`config.mk`:
```
export PLATFORM = sky130hd
export DESIGN_NAME = julia_set_pixel_renderer_unit
export DESIGN_NICKNAME = d
export VERILOG_FILES = /design/src/rtl/jsr_pkg.sv /design/src/rtl/jsr_mul.sv /design/src/rtl/jsr_div.sv /design/src/rtl/jsr_core.sv /design/src/rtl/julia_set_pixel_renderer_unit.sv
export SDC_FILE = /design/constraint.sdc
export NUM_CORES = 2
export LEC_CHECK = 0
export BUFFER_PORTS_ARGS = -buffer_cell sky130_fd_sc_hd__buf_2
export CAP_MARGIN = 10
export CORE_ASPECT_RATIO = 1.2
export CORE_MARGIN = 2
export CORE_UTILIZATION = 50
export DETAILED_ROUTE_END_ITERATION = 6
export HOLD_SLACK_MARGIN = 0.08
export PLACE_DENSITY = 0.68
export SLEW_MARGIN = 20
export SYNTH_ARGS = -nofsm -noshare
export SYNTH_HDL_FRONTEND = slang
export SYNTH_SLANG_ARGS = --single-unit
```
`constraint.sdc`:
```
create_clock -name clk -period 9.6 [get_ports clk]
set_clock_uncertainty 0.05 [all_clocks]
set_input_delay 1.92 -clock clk [delete_from_list [all_inputs] [get_ports clk]]
set_output_delay 1.92 -clock clk [all_outputs]
set_load 0.03 [all_outputs]
```
`src/rtl/jsr_pkg.sv`:
```
// ----------------------------------------------------------------------------
// jsr_pkg
// Shared constants, register codes, control structs and the hue color
// function of the julia set pixel renderer.
// ----------------------------------------------------------------------------
package jsr_pkg;

  localparam int COORD_BITS_DEF = 12;
  localparam int FRAC_BITS_DEF  = 28;
  localparam int C_FRAC         = 28;

  localparam int CFG_IDX_W  = 3;
  localparam int CFG_DATA_W = 32;
  localparam int DIM_W      = 13;
  localparam int PITCH_W    = 14;
  localparam int LIMIT_W    = 12;
  localparam int CONST_W    = 32;
  localparam int ADDR_W     = 26;
  localparam int COLOR_W    = 24;
  localparam int HUE_W      = 8;

  localparam logic [CFG_IDX_W-1:0] REG_SCREEN_WIDTH    = CFG_IDX_W'(0);
  localparam logic [CFG_IDX_W-1:0] REG_SCREEN_HEIGHT   = CFG_IDX_W'(1);
  localparam logic [CFG_IDX_W-1:0] REG_SCAN_LINE_PITCH = CFG_IDX_W'(2);
  localparam logic [CFG_IDX_W-1:0] REG_ITERATION_LIMIT = CFG_IDX_W'(3);
  localparam logic [CFG_IDX_W-1:0] REG_CONST_REAL      = CFG_IDX_W'(4);
  localparam logic [CFG_IDX_W-1:0] REG_CONST_IMAG      = CFG_IDX_W'(5);

  localparam logic [DIM_W-1:0]          RST_SCREEN_WIDTH    = 13'd1024;
  localparam logic [DIM_W-1:0]          RST_SCREEN_HEIGHT   = 13'd768;
  localparam logic [PITCH_W-1:0]        RST_SCAN_LINE_PITCH = 14'd1024;
  localparam logic [LIMIT_W-1:0]        RST_ITERATION_LIMIT = 12'd300;
  localparam logic signed [CONST_W-1:0] RST_CONST_REAL      = -32'sd187904819;
  localparam logic signed [CONST_W-1:0] RST_CONST_IMAG      = 32'sd72518812;

  typedef enum logic [3:0] {
    CS_IDLE,
    CS_DIV_RE,
    CS_DIV_IM,
    CS_LAUNCH,
    CS_SQR_R,
    CS_SQR_I,
    CS_PROD,
    CS_CHECK,
    CS_DONE
  } core_state_t;

  typedef struct packed {
    logic start;
    logic dbl;
  } mul_ctl_t;

  typedef struct packed {
    logic start;
    logic neg;
  } div_ctl_t;

  function automatic logic [COLOR_W-1:0] hue_color(input logic [HUE_W-1:0] hue);
    logic [10:0] six;
    logic [2:0]  sector;
    logic [7:0]  r;
    logic [7:0]  red;
    logic [7:0]  grn;
    logic [7:0]  blu;
    six    = 11'(hue) * 11'd6;
    sector = 3'd0;
    if (six >= 11'd255)  sector = 3'd1;
    if (six >= 11'd510)  sector = 3'd2;
    if (six >= 11'd765)  sector = 3'd3;
    if (six >= 11'd1020) sector = 3'd4;
    if (six >= 11'd1275) sector = 3'd5;
    if (six >= 11'd1530) sector = 3'd6;
    r = 8'(six - 11'(sector) * 11'd255);
    case (sector)
      3'd0: begin
        red = 8'd255;     grn = r;          blu = 8'd0;
      end
      3'd1: begin
        red = 8'd255 - r; grn = 8'd255;     blu = 8'd0;
      end
      3'd2: begin
        red = 8'd0;       grn = 8'd255;     blu = r;
      end
      3'd3: begin
        red = 8'd0;       grn = 8'd255 - r; blu = 8'd255;
      end
      3'd4: begin
        red = r;          grn = 8'd0;       blu = 8'd255;
      end
      default: begin
        red = 8'd255;     grn = 8'd0;       blu = 8'd255 - r;
      end
    endcase
    return {red, grn, blu};
  endfunction

endpackage

```
`src/rtl/jsr_mul.sv`:
```
// ----------------------------------------------------------------------------
// jsr_mul
// Shared fixed point multiplier: four half-width partial products, one per
// cycle, then a scaling shift with truncation toward zero and saturation.
// ----------------------------------------------------------------------------
module jsr_mul
  import jsr_pkg::*;
#(
  parameter int W = FRAC_BITS_DEF + 8,
  parameter int F = FRAC_BITS_DEF
) (
  input  logic                clk,
  input  logic                rst_n,
  input  mul_ctl_t            ctl,
  input  logic signed [W-1:0] a,
  input  logic signed [W-1:0] b,
  output logic                done,
  output logic signed [W-1:0] res
);

  localparam int H    = (W + 1) / 2;
  localparam int ACCW = 2 * W;
  localparam logic [2:0] LAST_PP = 3'd3;
  localparam logic [2:0] FIN_CYC = 3'd5;
  localparam logic signed [W-1:0] VMAX = {1'b0, {(W-1){1'b1}}};
  localparam logic signed [W-1:0] VMIN = {1'b1, {(W-1){1'b0}}};

  logic                busy_r;
  logic [2:0]          cyc_r;
  logic                pp_vld_r;
  logic                done_r;
  logic                neg_r;
  logic                dbl_r;
  logic [W-1:0]        am_r;
  logic [W-1:0]        bm_r;
  logic [2*H-1:0]      pp_r;
  logic [1:0]          pp_k_r;
  logic [ACCW-1:0]     acc_r;
  logic signed [W-1:0] res_r;

  logic [H-1:0]        ah;
  logic [H-1:0]        bh;
  logic [ACCW-1:0]     pp_sh;
  logic [ACCW-1:0]     q;
  logic                big;
  logic signed [W-1:0] sat_q;

  always_comb begin
    ah = cyc_r[0] ? H'(am_r[W-1:H]) : am_r[H-1:0];
    bh = cyc_r[1] ? H'(bm_r[W-1:H]) : bm_r[H-1:0];
    case (pp_k_r)
      2'd0:    pp_sh = ACCW'(pp_r);
      2'd1:    pp_sh = ACCW'(pp_r) << H;
      default: pp_sh = ACCW'(pp_r) << (2 * H);
    endcase
    q   = dbl_r ? (acc_r >> (F - 1)) : (acc_r >> F);
    big = |q[ACCW-1:W-1];
    if (neg_r) begin
      sat_q = big ? VMIN : -q[W-1:0];
    end else begin
      sat_q = big ? VMAX : q[W-1:0];
    end
  end

  always_ff @(posedge clk) begin
    if (!rst_n) begin
      busy_r   <= 1'b0;
      cyc_r    <= 3'd0;
      pp_vld_r <= 1'b0;
      done_r   <= 1'b0;
    end else begin
      done_r   <= busy_r && !ctl.start && (cyc_r == FIN_CYC);
      pp_vld_r <= busy_r && (cyc_r <= LAST_PP);
      if (ctl.start) begin
        busy_r <= 1'b1;
        cyc_r  <= 3'd0;
      end else if (busy_r) begin
        cyc_r <= cyc_r + 3'd1;
        if (cyc_r == FIN_CYC) begin
          busy_r <= 1'b0;
        end
      end
    end
  end

  always_ff @(posedge clk) begin
    if (ctl.start) begin
      neg_r <= a[W-1] ^ b[W-1];
      dbl_r <= ctl.dbl;
      am_r  <= W'(a[W-1] ? -a : a);
      bm_r  <= W'(b[W-1] ? -b : b);
      acc_r <= '0;
    end else begin
      if (busy_r && (cyc_r <= LAST_PP)) begin
        pp_r   <= ah * bh;
        pp_k_r <= {1'b0, cyc_r[0]} + {1'b0, cyc_r[1]};
      end
      if (pp_vld_r) begin
        acc_r <= acc_r + pp_sh;
      end
      if (busy_r && (cyc_r == FIN_CYC)) begin
        res_r <= sat_q;
      end
    end
  end

  assign done = done_r;
  assign res  = res_r;

`ifndef ASSERT_OFF
  a_start_idle: assert property (@(posedge clk) disable iff (!rst_n)
    ctl.start |-> !busy_r)
    else $error("multiplier started while busy");
`endif

endmodule

```
`src/rtl/jsr_div.sv`:
```
// ----------------------------------------------------------------------------
// jsr_div
// Radix-2 restoring divider for the start coordinates: one quotient bit per
// cycle, truncation toward zero, then saturation to the z range.
// ----------------------------------------------------------------------------
module jsr_div
  import jsr_pkg::*;
#(
  parameter int W    = FRAC_BITS_DEF + 8,
  parameter int F    = FRAC_BITS_DEF,
  parameter int NUMW = 14
) (
  input  logic                clk,
  input  logic                rst_n,
  input  div_ctl_t            ctl,
  input  logic [NUMW-1:0]     mag,
  input  logic [DIM_W-1:0]    den,
  output logic                done,
  output logic signed [W-1:0] res
);

  localparam int NB   = NUMW + F;
  localparam int CNTW = $clog2(NB + 1);
  localparam logic signed [W-1:0] VMAX = {1'b0, {(W-1){1'b1}}};
  localparam logic signed [W-1:0] VMIN = {1'b1, {(W-1){1'b0}}};

  logic [CNTW-1:0]     cnt_r;
  logic                fin_r;
  logic                done_r;
  logic [NB-1:0]       dvd_r;
  logic [DIM_W-1:0]    rem_r;
  logic [DIM_W-1:0]    den_r;
  logic                neg_r;
  logic signed [W-1:0] res_r;

  logic [DIM_W:0]      trial;
  logic                ge;
  logic [DIM_W-1:0]    rem_nxt;
  logic                big;
  logic signed [W-1:0] sat_q;

  always_comb begin
    trial   = {rem_r, dvd_r[NB-1]};
    ge      = trial >= {1'b0, den_r};
    rem_nxt = ge ? DIM_W'(trial - {1'b0, den_r}) : trial[DIM_W-1:0];
    big     = |dvd_r[NB-1:W-1];
    if (neg_r) begin
      sat_q = big ? VMIN : -dvd_r[W-1:0];
    end else begin
      sat_q = big ? VMAX : dvd_r[W-1:0];
    end
  end

  always_ff @(posedge clk) begin
    if (!rst_n) begin
      cnt_r  <= '0;
      fin_r  <= 1'b0;
      done_r <= 1'b0;
    end else begin
      done_r <= !ctl.start && (cnt_r == '0) && fin_r;
      if (ctl.start) begin
        cnt_r <= CNTW'(NB);
        fin_r <= 1'b0;
      end else if (cnt_r != '0) begin
        cnt_r <= cnt_r - CNTW'(1);
        fin_r <= (cnt_r == CNTW'(1));
      end else if (fin_r) begin
        fin_r <= 1'b0;
      end
    end
  end

  always_ff @(posedge clk) begin
    if (ctl.start) begin
      dvd_r <= {mag, {F{1'b0}}};
      rem_r <= '0;
      den_r <= (den == '0) ? DIM_W'(1) : den;
      neg_r <= ctl.neg;
    end else if (cnt_r != '0) begin
      dvd_r <= {dvd_r[NB-2:0], ge};
      rem_r <= rem_nxt;
    end else if (fin_r) begin
      res_r <= sat_q;
    end
  end

  assign done = done_r;
  assign res  = res_r;

`ifndef ASSERT_OFF
  a_start_idle: assert property (@(posedge clk) disable iff (!rst_n)
    ctl.start |-> (cnt_r == '0 && !fin_r))
    else $error("divider started while busy");
`endif

endmodule

```
`src/rtl/jsr_core.sv`:
```
// ----------------------------------------------------------------------------
// jsr_core
// Iteration sequencer: maps the pixel to z0 through the divider, then runs
// z = z^2 + c on the shared multiplier until escape or the iteration limit.
// ----------------------------------------------------------------------------
module jsr_core
  import jsr_pkg::*;
#(
  parameter int COORD_BITS = COORD_BITS_DEF,
  parameter int FRAC_BITS  = FRAC_BITS_DEF
) (
  input  logic                      clk,
  input  logic                      rst_n,
  input  logic                      start,
  input  logic [COORD_BITS-1:0]     pixel_x,
  input  logic [COORD_BITS-1:0]     pixel_y,
  input  logic [DIM_W-1:0]          screen_width,
  input  logic [DIM_W-1:0]          screen_height,
  input  logic [LIMIT_W-1:0]        iteration_limit,
  input  logic signed [CONST_W-1:0] const_real,
  input  logic signed [CONST_W-1:0] const_imag,
  input  logic                      ack,
  output logic                      done,
  output logic                      escaped,
  output logic [LIMIT_W-1:0]        escape_count
);

  localparam int W    = FRAC_BITS + 8;
  localparam int NUMW = ((COORD_BITS > DIM_W - 1) ? COORD_BITS : DIM_W - 1) + 2;
  localparam int CSHL = (FRAC_BITS >= C_FRAC) ? FRAC_BITS - C_FRAC : 0;
  localparam int CSHR = (FRAC_BITS >= C_FRAC) ? 0 : C_FRAC - FRAC_BITS;
  localparam logic signed [W-1:0] VMAX = {1'b0, {(W-1){1'b1}}};
  localparam logic signed [W-1:0] VMIN = {1'b1, {(W-1){1'b0}}};
  localparam logic signed [W+1:0] SMAX = (W+2)'(VMAX);
  localparam logic signed [W+1:0] SMIN = (W+2)'(VMIN);
  localparam logic signed [W:0]   FOUR = {{(W-FRAC_BITS-2){1'b0}}, 1'b1, {(FRAC_BITS+2){1'b0}}};

  core_state_t          state_r;
  core_state_t          state_nxt;
  logic                 first_r;
  logic signed [W-1:0]  zr_r;
  logic signed [W-1:0]  zi_r;
  logic signed [W-1:0]  sr_r;
  logic signed [W-1:0]  si_r;
  logic signed [W-1:0]  pr_r;
  logic [LIMIT_W-1:0]   cnt_r;
  logic                 esc_r;
  logic [NUMW-1:0]      im_mag_r;
  logic                 im_neg_r;

  mul_ctl_t             mul_ctl;
  logic signed [W-1:0]  mul_a;
  logic signed [W-1:0]  mul_b;
  logic                 mul_done;
  logic signed [W-1:0]  mul_res;
  div_ctl_t             div_ctl;
  logic [NUMW-1:0]      div_mag;
  logic [DIM_W-1:0]     div_den;
  logic                 div_done;
  logic signed [W-1:0]  div_res;

  logic signed [NUMW:0] dre;
  logic signed [NUMW:0] dim;
  logic signed [NUMW:0] num_re;
  logic signed [NUMW:0] num_im;
  logic                 re_neg;
  logic [NUMW-1:0]      re_mag;
  logic [NUMW-1:0]      im_mag;
  logic signed [63:0]   cr64;
  logic signed [63:0]   ci64;
  logic signed [W-1:0]  cr;
  logic signed [W-1:0]  ci;
  logic signed [W+1:0]  nr_sum;
  logic signed [W+1:0]  ni_sum;
  logic signed [W-1:0]  nr;
  logic signed [W-1:0]  ni;
  logic signed [W:0]    mag2;
  logic                 esc_hit;
  logic [LIMIT_W-1:0]   cnt_inc;
  logic                 chk_escape;
  logic                 chk_limit;

  // start coordinate numerators and aligned constant
  always_comb begin
    dre    = signed'((NUMW+1)'(pixel_x)) - signed'((NUMW+1)'(screen_width[DIM_W-1:1]));
    dim    = signed'((NUMW+1)'(pixel_y)) - signed'((NUMW+1)'(screen_height[DIM_W-1:1]));
    num_re = dre + (dre <<< 1);
    num_im = dim <<< 1;
    re_neg = num_re[NUMW];
    re_mag = NUMW'(re_neg ? -num_re : num_re);
    im_mag = NUMW'(num_im[NUMW] ? -num_im : num_im);
    cr64   = (64'(const_real) <<< CSHL) >>> CSHR;
    ci64   = (64'(const_imag) <<< CSHL) >>> CSHR;
    cr     = cr64[W-1:0];
    ci     = ci64[W-1:0];
  end

  // next z and escape test
  always_comb begin
    nr_sum = (W+2)'(sr_r) - (W+2)'(si_r) + (W+2)'(cr);
    ni_sum = (W+2)'(pr_r) + (W+2)'(ci);
    if (nr_sum > SMAX) begin
      nr = VMAX;
    end else if (nr_sum < SMIN) begin
      nr = VMIN;
    end else begin
      nr = nr_sum[W-1:0];
    end
    if (ni_sum > SMAX) begin
      ni = VMAX;
    end else if (ni_sum < SMIN) begin
      ni = VMIN;
    end else begin
      ni = ni_sum[W-1:0];
    end
    mag2    = (W+1)'(sr_r) + (W+1)'(si_r);
    esc_hit = mag2 > FOUR;
    cnt_inc = first_r ? cnt_r : cnt_r + LIMIT_W'(1);
  end

  always_ff @(posedge clk) begin
    if (!rst_n) begin
      state_r <= CS_IDLE;
    end else begin
      state_r <= state_nxt;
    end
  end

  always_comb begin
    state_nxt   = state_r;
    mul_ctl     = '0;
    mul_a       = zr_r;
    mul_b       = zr_r;
    div_ctl     = '0;
    div_mag     = re_mag;
    div_den     = screen_width;
    chk_escape  = 1'b0;
    chk_limit   = 1'b0;
    case (state_r)
      CS_IDLE: begin
        div_ctl.neg = re_neg;
        if (start) begin
          div_ctl.start = 1'b1;
          state_nxt     = CS_DIV_RE;
        end
      end
      CS_DIV_RE: begin
        div_mag     = im_mag_r;
        div_den     = screen_height;
        div_ctl.neg = im_neg_r;
        if (div_done) begin
          div_ctl.start = 1'b1;
          state_nxt     = CS_DIV_IM;
        end
      end
      CS_DIV_IM: begin
        if (div_done) state_nxt = CS_LAUNCH;
      end
      CS_LAUNCH: begin
        mul_ctl.start = 1'b1;
        state_nxt     = CS_SQR_R;
      end
      CS_SQR_R: begin
        mul_a = zi_r;
        mul_b = zi_r;
        if (mul_done) begin
          mul_ctl.start = 1'b1;
          state_nxt     = CS_SQR_I;
        end
      end
      CS_SQR_I: begin
        mul_a       = zr_r;
        mul_b       = zi_r;
        mul_ctl.dbl = 1'b1;
        if (mul_done) begin
          mul_ctl.start = 1'b1;
          state_nxt     = CS_PROD;
        end
      end
      CS_PROD: begin
        if (mul_done) state_nxt = CS_CHECK;
      end
      CS_CHECK: begin
        if (!first_r && esc_hit) begin
          chk_escape = 1'b1;
          state_nxt  = CS_DONE;
        end else if (cnt_inc >= iteration_limit) begin
          chk_limit = 1'b1;
          state_nxt = CS_DONE;
        end else begin
          state_nxt = CS_LAUNCH;
        end
      end
      CS_DONE: begin
        if (ack) state_nxt = CS_IDLE;
      end
      default: state_nxt = CS_IDLE;
    endcase
  end

  always_ff @(posedge clk) begin
    if (!rst_n) begin
      first_r <= 1'b0;
    end else if (state_r == CS_DIV_IM && div_done) begin
      first_r <= 1'b1;
    end else if (state_r == CS_CHECK && state_nxt == CS_LAUNCH) begin
      first_r <= 1'b0;
    end
  end

  always_ff @(posedge clk) begin
    case (state_r)
      CS_IDLE: begin
        if (start) begin
          im_mag_r <= im_mag;
          im_neg_r <= num_im[NUMW];
        end
      end
      CS_DIV_RE: begin
        if (div_done) zr_r <= div_res;
      end
      CS_DIV_IM: begin
        if (div_done) begin
          zi_r  <= div_res;
          cnt_r <= '0;
        end
      end
      CS_SQR_R: begin
        if (mul_done) sr_r <= mul_res;
      end
      CS_SQR_I: begin
        if (mul_done) si_r <= mul_res;
      end
      CS_PROD: begin
        if (mul_done) pr_r <= mul_res;
      end
      CS_CHECK: begin
        esc_r <= chk_escape;
        if (!chk_escape) cnt_r <= cnt_inc;
        if (!chk_escape && !chk_limit) begin
          zr_r <= nr;
          zi_r <= ni;
        end
      end
      default: begin
      end
    endcase
  end

  jsr_mul #(
    .W (W),
    .F (FRAC_BITS)
  ) u_mul (
    .clk   (clk),
    .rst_n (rst_n),
    .ctl   (mul_ctl),
    .a     (mul_a),
    .b     (mul_b),
    .done  (mul_done),
    .res   (mul_res)
  );

  jsr_div #(
    .W    (W),
    .F    (FRAC_BITS),
    .NUMW (NUMW)
  ) u_div (
    .clk   (clk),
    .rst_n (rst_n),
    .ctl   (div_ctl),
    .mag   (div_mag),
    .den   (div_den),
    .done  (div_done),
    .res   (div_res)
  );

  assign done         = (state_r == CS_DONE);
  assign escaped      = esc_r;
  assign escape_count = cnt_r;

`ifndef ASSERT_OFF
  a_first_count: assert property (@(posedge clk) disable iff (!rst_n)
    first_r |-> (cnt_r == '0))
    else $error("count moved before first iteration");

  a_mul_waited: assert property (@(posedge clk) disable iff (!rst_n)
    mul_done |-> (state_r == CS_SQR_R || state_r == CS_SQR_I || state_r == CS_PROD))
    else $error("multiplier result with no product pending");
`endif

endmodule

```
`src/rtl/julia_set_pixel_renderer_unit.sv`:
```
// ----------------------------------------------------------------------------
// julia_set_pixel_renderer_unit
// Julia set pixel renderer: escape-time iteration with hue wheel coloring.
// ----------------------------------------------------------------------------
// operation: two start divisions (NUMW = max(COORD_BITS,12)+2 numerator bits),
//   then escape_count+2 passes of the shared multiplier (limit+1 if inside)
// throughput: one transaction at a time, the next is taken once the result
//   has moved to the output register
// reset: synchronous active low, registers return to their default values
module julia_set_pixel_renderer_unit
  import jsr_pkg::*;
#(
  parameter int COORD_BITS = COORD_BITS_DEF,
  parameter int FRAC_BITS  = FRAC_BITS_DEF
) (
  input  logic                  clk,
  input  logic                  rst_n,
  input  logic                  cfg_write_en,
  input  logic [CFG_IDX_W-1:0]  cfg_index,
  input  logic [CFG_DATA_W-1:0] cfg_write_data,
  input  logic                  in_valid,
  output logic                  in_ready,
  input  logic [COORD_BITS-1:0] in_pixel_x,
  input  logic [COORD_BITS-1:0] in_pixel_y,
  output logic                  out_valid,
  input  logic                  out_ready,
  output logic [ADDR_W-1:0]     out_pixel_address,
  output logic [COLOR_W-1:0]    out_pixel_color,
  output logic [LIMIT_W-1:0]    out_escape_count
);

  localparam int PW = (COORD_BITS + PITCH_W + 1 > ADDR_W) ? COORD_BITS + PITCH_W + 1 : ADDR_W;

  logic [DIM_W-1:0]          screen_width_r;
  logic [DIM_W-1:0]          screen_height_r;
  logic [PITCH_W-1:0]        scan_line_pitch_r;
  logic [LIMIT_W-1:0]        iteration_limit_r;
  logic signed [CONST_W-1:0] const_real_r;
  logic signed [CONST_W-1:0] const_imag_r;

  logic                      busy_r;
  logic [ADDR_W-1:0]         addr_r;
  logic                      out_valid_r;
  logic [ADDR_W-1:0]         out_addr_r;
  logic [COLOR_W-1:0]        out_color_r;
  logic [LIMIT_W-1:0]        out_count_r;

  logic                      in_fire;
  logic                      out_load;
  logic [PW-1:0]             addr_full;
  logic                      core_done;
  logic                      core_escaped;
  logic [LIMIT_W-1:0]        core_count;

  always_ff @(posedge clk) begin
    if (!rst_n) begin
      screen_width_r    <= RST_SCREEN_WIDTH;
      screen_height_r   <= RST_SCREEN_HEIGHT;
      scan_line_pitch_r <= RST_SCAN_LINE_PITCH;
      iteration_limit_r <= RST_ITERATION_LIMIT;
      const_real_r      <= RST_CONST_REAL;
      const_imag_r      <= RST_CONST_IMAG;
    end else if (cfg_write_en) begin
      case (cfg_index)
        REG_SCREEN_WIDTH:    screen_width_r    <= cfg_write_data[DIM_W-1:0];
        REG_SCREEN_HEIGHT:   screen_height_r   <= cfg_write_data[DIM_W-1:0];
        REG_SCAN_LINE_PITCH: scan_line_pitch_r <= cfg_write_data[PITCH_W-1:0];
        REG_ITERATION_LIMIT: iteration_limit_r <= cfg_write_data[LIMIT_W-1:0];
        REG_CONST_REAL:      const_real_r      <= signed'(cfg_write_data[CONST_W-1:0]);
        REG_CONST_IMAG:      const_imag_r      <= signed'(cfg_write_data[CONST_W-1:0]);
        default: begin
        end
      endcase
    end
  end

  assign in_ready  = !busy_r;
  assign in_fire   = in_valid && !busy_r;
  assign out_load  = core_done && (!out_valid_r || out_ready);
  assign addr_full = PW'(in_pixel_y) * PW'(scan_line_pitch_r) + PW'(in_pixel_x);

  always_ff @(posedge clk) begin
    if (!rst_n) begin
      busy_r      <= 1'b0;
      out_valid_r <= 1'b0;
    end else begin
      if (in_fire) begin
        busy_r <= 1'b1;
      end else if (out_load) begin
        busy_r <= 1'b0;
      end
      if (out_load) begin
        out_valid_r <= 1'b1;
      end else if (out_ready) begin
        out_valid_r <= 1'b0;
      end
    end
  end

  always_ff @(posedge clk) begin
    if (in_fire) begin
      addr_r <= addr_full[ADDR_W-1:0];
    end
    if (out_load) begin
      out_addr_r  <= addr_r;
      out_color_r <= core_escaped ? hue_color(core_count[HUE_W-1:0]) : '0;
      out_count_r <= core_count;
    end
  end

  jsr_core #(
    .COORD_BITS (COORD_BITS),
    .FRAC_BITS  (FRAC_BITS)
  ) u_core (
    .clk             (clk),
    .rst_n           (rst_n),
    .start           (in_fire),
    .pixel_x         (in_pixel_x),
    .pixel_y         (in_pixel_y),
    .screen_width    (screen_width_r),
    .screen_height   (screen_height_r),
    .iteration_limit (iteration_limit_r),
    .const_real      (const_real_r),
    .const_imag      (const_imag_r),
    .ack             (out_load),
    .done            (core_done),
    .escaped         (core_escaped),
    .escape_count    (core_count)
  );

  assign out_valid         = out_valid_r;
  assign out_pixel_address = out_addr_r;
  assign out_pixel_color   = out_color_r;
  assign out_escape_count  = out_count_r;

`ifndef ASSERT_OFF
  a_done_owned: assert property (@(posedge clk) disable iff (!rst_n)
    core_done |-> busy_r)
    else $error("core result with no transaction in flight");
`endif

endmodule

```
Word-level counts from Yosys, hierarchy flattened --
Cells that the tools add are included.
Word-level totals: input port bits 64, flip-flop bits (word level) 758
Cells by class: $lt $le $gt $ge 14, reduce and logical (&&, ||, !) cells 59, $add $sub $neg 22, equality and inequality tests 25, mux-type cells 76, $mul 4, bitwise gates (word level) 5
Operator list (count):
- $mux 36 | 15
- $neg 36->36 | 4
- $pmux 36 s2 | 2
- $pmux 72 s2 | 1
- $mux 42 | 2
- $gt 38x36->1 const B | 2
- $lt 38x36->1 const B | 2
- $add 72x72->72 | 1
- $pmux 8 s3 | 3
- $mux 35 | 2
- $mux 45 | 1
- $mux 14 | 3
- $add 37x32->38 | 1
- $add 36x32->37 | 1
- $add 36x36->37 | 1
- $gt 37x32->1 const B | 1
- $reduce_or 37->1 | 1
- $sub 36x36->37 | 1
- $mul 18x18->36 | 1
- $mux 12 | 3
- $mux 18 | 2
- $mux 4 | 9
- $pmux 4 s9 | 1
- $neg 14->14 | 2
- other kinds (54) | 143

Depth between registers and ports, before layout --
depth after elaboration 13, gate-level depth with buffers 29, gate-level depth less buffers 27

By module --
From an unflattened synthesis, not the netlist that was laid out.
Second synthesis, totals: cell total of the unflattened synthesis 7151, area, all modules 64719.6 um^2
Modules (own cells, without submodules):
- jsr_mul | area each 25971.2 um^2, cells an instance 2969, times used 1, seq. area each 6005.8 um^2
- jsr_core | area each 18595.3 um^2, cells an instance 2044, times used 1, seq. area each 6316.1 um^2
- julia_set_pixel_renderer_unit | area each 14263.7 um^2, cells an instance 1488, times used 1, seq. area each 5004.8 um^2
- jsr_div | area each 5889.4 um^2, cells an instance 650, times used 1, seq. area each 2902.8 um^2

Least setup slack after synthesis --
No wires, ideal clock.
kind reg-to-reg, from register u_core.u_mul.cyc_r[1], to register u_core.u_mul.pp_r[35] (data pin), cell stages (with the launch flop) 28, period minus slack after synthesis 7637 ps, library setup time 260 ps, arrival 7327 ps, slack 1963 ps, cells stage by stage dfxtp_1 clkbuf_1 clkbuf_1 buf_1 mux2_2 nand2_1 fa_1 inv_1 fa_1 inv_1 fa_1 fa_1 inv_1 fa_1 fa_1 ha_1 a21o_1 a21o_1 a21oi_1 nor2b_1 a311oi_1 o31ai_1 a221o_1 a31oi_1 o21ai_0 a21bo_2 a21oi_1 xnor2_1
On the way: longest elaborated chain between the ends 2
Ends and longest elaborated chain:
- start: declaration | line jsr_mul.sv:29 | logic [2:0] cyc_r;
- start signal: assignment | line jsr_mul.sv:78 | cyc_r <= cyc_r + 3'd1;
- $mux 18 | line jsr_mul.sv:50 | bh = cyc_r[1] ? H'(bm_r[W-1:H]) : bm_r[H-1:0];
- $mul 18x18->36 | line jsr_mul.sv:95 | pp_r <= ah * bh;
- end signal: assignment | line jsr_mul.sv:95
- end: declaration | line jsr_mul.sv:36 | logic [2*H-1:0] pp_r;
No other way between the ends. A chain may end at the register's enable or synchronous reset.

Final worst setup path --
Ends and elaborated chain as after synthesis.

==> impl_metrics.json <==
{
  "status": "finished with violations",
  "violations": "design-rule violations",
  "fmax_ghz": 0.119,
  "fin_crit_ns": 8.43,
  "cts_sinks": 757,
  "ys_seq_area_share_pct": 31.8,
  "die_h_um": 395,
  "place_area_mm2": 0.0658,
  "place.gp.congestion": 0.967,
  "async_flop_share_pct": 0,
  "rsz0062_at_grt": "false",
  "crit_required_ns": 9.98,
  "end_kind": "flip-flop",
  "yosys_warnings": 0,
  "crit_family": "adder cells",
  "crit_arrival_ns": 8.81,
  "initial_core_util_pct": 50.3,
  "cts.clk_slew.worst_paths_ns": 0.07,
  "final_util_pct": 54.2,
  "setup_tns_ns": 0,
  "hold_buffers": 0,
  "htreeDepth": 3,
  "dr.pass1.iters": 7,
  "gr-total-overflow": 0,
  "drc": 2,
  "final_nets": 7953,
  "grt_pass1_wl_um": 289000,
  "io_pins": 128,
  "core_area_mm2": 0.126,
  "fp.dieW_um": 330,
  "ys_types": 100,
  "cts_setup_buffers": 0,
  "synth_edf_count": 507,
  "power.total_mw": 8.99,
  "critPathMaxStageDelay_ns": 1.02,
  "drt_iter0_drc": 4120,
  "place_hpwl_um": 147000,
  "synth-seq-cells": 757,
  "worstMarginPinSlew_ns": 1.05,
  "cts_repair_resize_count": 0,
  "dp.cells": 8578,
  "crit_type": "flip-flop to flip-flop",
  "synthCells": 7014,
  "grt_pass1_vias": 49600,
  "cp_cell_sequence": "mux2_2 > nand2_1 > fa_1 > inv_1 > fa_1 > inv_1 > fa_1 > fa_1 > inv_1 > fa_1 > fa_1 > ha_1 > a21o_1 > a21o_1 > a21oi_1 > nor2b_1 > a311oi_1 > o31ai_1 > a221o_1 > a31oi_1 > o21ai_0 > a21bo_2 > a21oi_1 > xnor2_1",
  "cellPowerDensity_mw_per_mm2": 131,
  "timing.final.crit_share_pct": 87.9,
  "r2r_slack_ns": 1.17,
  "cp.buffers_inverters": 3,
  "root_buffer": "clkbuf_16",
  "cts_made_buffers": 81,
  "stdcell_count": 8730,
  "max_cap_violations": 0,
  "hp-class": "flip-flop to flip-flop",
  "startpoint_type": "flip-flop",
  "clockBufferDepth": 3,
  "setup_viol": 0,
  "avgSynthCellArea_um2": 9.07,
  "synthToLayoutAreaGrowth_pct": 7.81,
  "grt_max_degree": 91,
  "numPortBuffers": 127,
  "final_area_mm2": 0.0686,
  "dieArea_mm2": 0.130,
  "cts_tree": "done",
  "drive_above_1_share_pct": 6.33,
  "synthFlopType": "edfxtp_1",
  "multi_input_area_mm2": 0.0395,
  "fillers": 11500,
  "ir_worst_vdd_v": 0.000145,
  "cpMostUsedCell": "fa_1",
  "clk_latency_ns": 0.71,
  "slew_violations": 0,
  "via_per_inst": 5.84,
  "hold_violations": 0,
  "postRouteWirelength_um": 187000,
  "cp_max_fo": 21,
  "wl_per_cell_um": 21.5,
  "ant_nets": 0,
  "regArea_mm2": 0.0202,
  "max-slew-margin-rel_pct": 29.7,
  "fp-row-count": 143,
  "slowest_stage": "dfxtp_1",
  "leakage_nw": 29.5,
  "synth_area_mm2": 0.0636,
  "synthesis.nets": 7972,
  "vias": 51000,
  "grt_antenna_before_repair": 6,
  "final_common_cell": "nand2_1",
  "grt_usage_pct": 28.7,
  "final_cell_mix": "nand2_1 (975), inv_1 (773), a21oi_1 (533), edfxtp_1 (507), nor2_1 (464)"
}
-- stage by stage --
stage / setup WS (ns) / hold WS (ns)
4_1_cts: 1.22 / 0.363
3_3_place_gp: 1.29 / 0.353
3_5_place_dp: 1.24 / 0.355
2_1_floorplan: 1.96 / 0.350
5_1_grt: 0.851 / 0.379
6_report: 1.17 / 0.367
-- flip-flops by register name, indices dropped and copies added (netlist names), 14 cells and up --
name	cells
u_core.u_mul.acc_r	72
u_core.u_div.dvd_r	42
u_core.pr_r	36
u_core.si_r	36
u_core.sr_r	36
u_core.u_div.res	36
u_core.u_mul.am_r	36
u_core.u_mul.bm_r	36
u_core.u_mul.pp_r	36
u_core.u_mul.res	36
u_core.zi_r	36
u_core.zr_r	36
const_imag_r	32
const_real_r	32
addr_r	26
out_pixel_address	26
out_pixel_color	24
scan_line_pitch_r	14
-- power breakdown --
group	switching (mW)	total, mW	leakage [nW]	internal, mW
Combinational	1.15	1.84	21.5	0.694
Sequential	0.181	3.85	6.73	3.67
Clock	1.44	3.30	1.34	1.86
Total	2.77	8.99	29.5	6.23
-- cell families after synthesis --
kind of cell / synth area share (%)
AO/OA/AOI/OAI: 14.4
XOR/XNOR: 5.12
adder cells (fa/ha/maj): 22.9
buffers and inverters: 6.35
flip-flops: 31.8
multiplexers: 3.61
AND/OR/NAND/NOR: 15.8
-- final cells by class --
cell class	instances	share of cell area (%)
antenna	2	0.00730
clock inverter	42	0.719
sequential	757	29.5
clock buffer	107	3.32
tap	1667	3.04
inverter	777	4.26
multi-input combinational	5189	57.5
timing repair buffer	189	1.63
-- worst paths after layout --
kind	start	to	cells after the start
min	addr_r[0]$_DFFE_PP_	out_pixel_address[0]$_DFFE_PP_	0
max	u_core.u_mul.cyc_r[1]$_SDFFE_PP0P_	u_core.u_mul.pp_r[35]$_DFFE_PP_	24
min reg2reg	addr_r[0]$_DFFE_PP_	out_pixel_address[0]$_DFFE_PP_	0
max reg2reg	u_core.u_mul.cyc_r[1]$_SDFFE_PP0P_	u_core.u_mul.pp_r[35]$_DFFE_PP_	24
-- per-layer routing --
metal,up-vias,track usage (%),routed length [um]
met5,-,0,40
met4,6,14.2,10200
met3,421,3.26,10300
met2,1686,48.7,91600
met1,25000,36.1,75200
li1,23900,-,-
-- Yosys cell counts (15+ instances only) --
master	instances	area, um2
nand2_1	975	3660
nand2b_1	41	257
nor3_1	127	636
dfxtp_1	250	5000
or2_2	30	188
a211oi_1	45	338
xor2_1	143	1250
a21o_1	154	1160
and2_1	145	907
or3_1	45	282
o21a_1	31	233
or4_1	21	158
o31ai_1	39	293
a21oi_1	535	2680
nor2b_1	83	519
fa_1	435	8710
nor2_1	467	1750
o21ai_0	330	1650
and3_1	32	200
clkbuf_1	239	897
buf_2	16	80.1
xnor2_1	229	2010
a31oi_1	54	338
a211o_1	15	131
mux2_2	35	394
nor4_1	25	156
inv_1	774	2910
mux2i_1	190	1900
o211ai_1	48	360
nand3_1	130	651
nand4_1	39	244
o21bai_1	44	330
buf_1	32	120
ha_1	459	5740
edfxtp_1	507	15200
No activity file was read; power rests on OpenSTA's default activity.
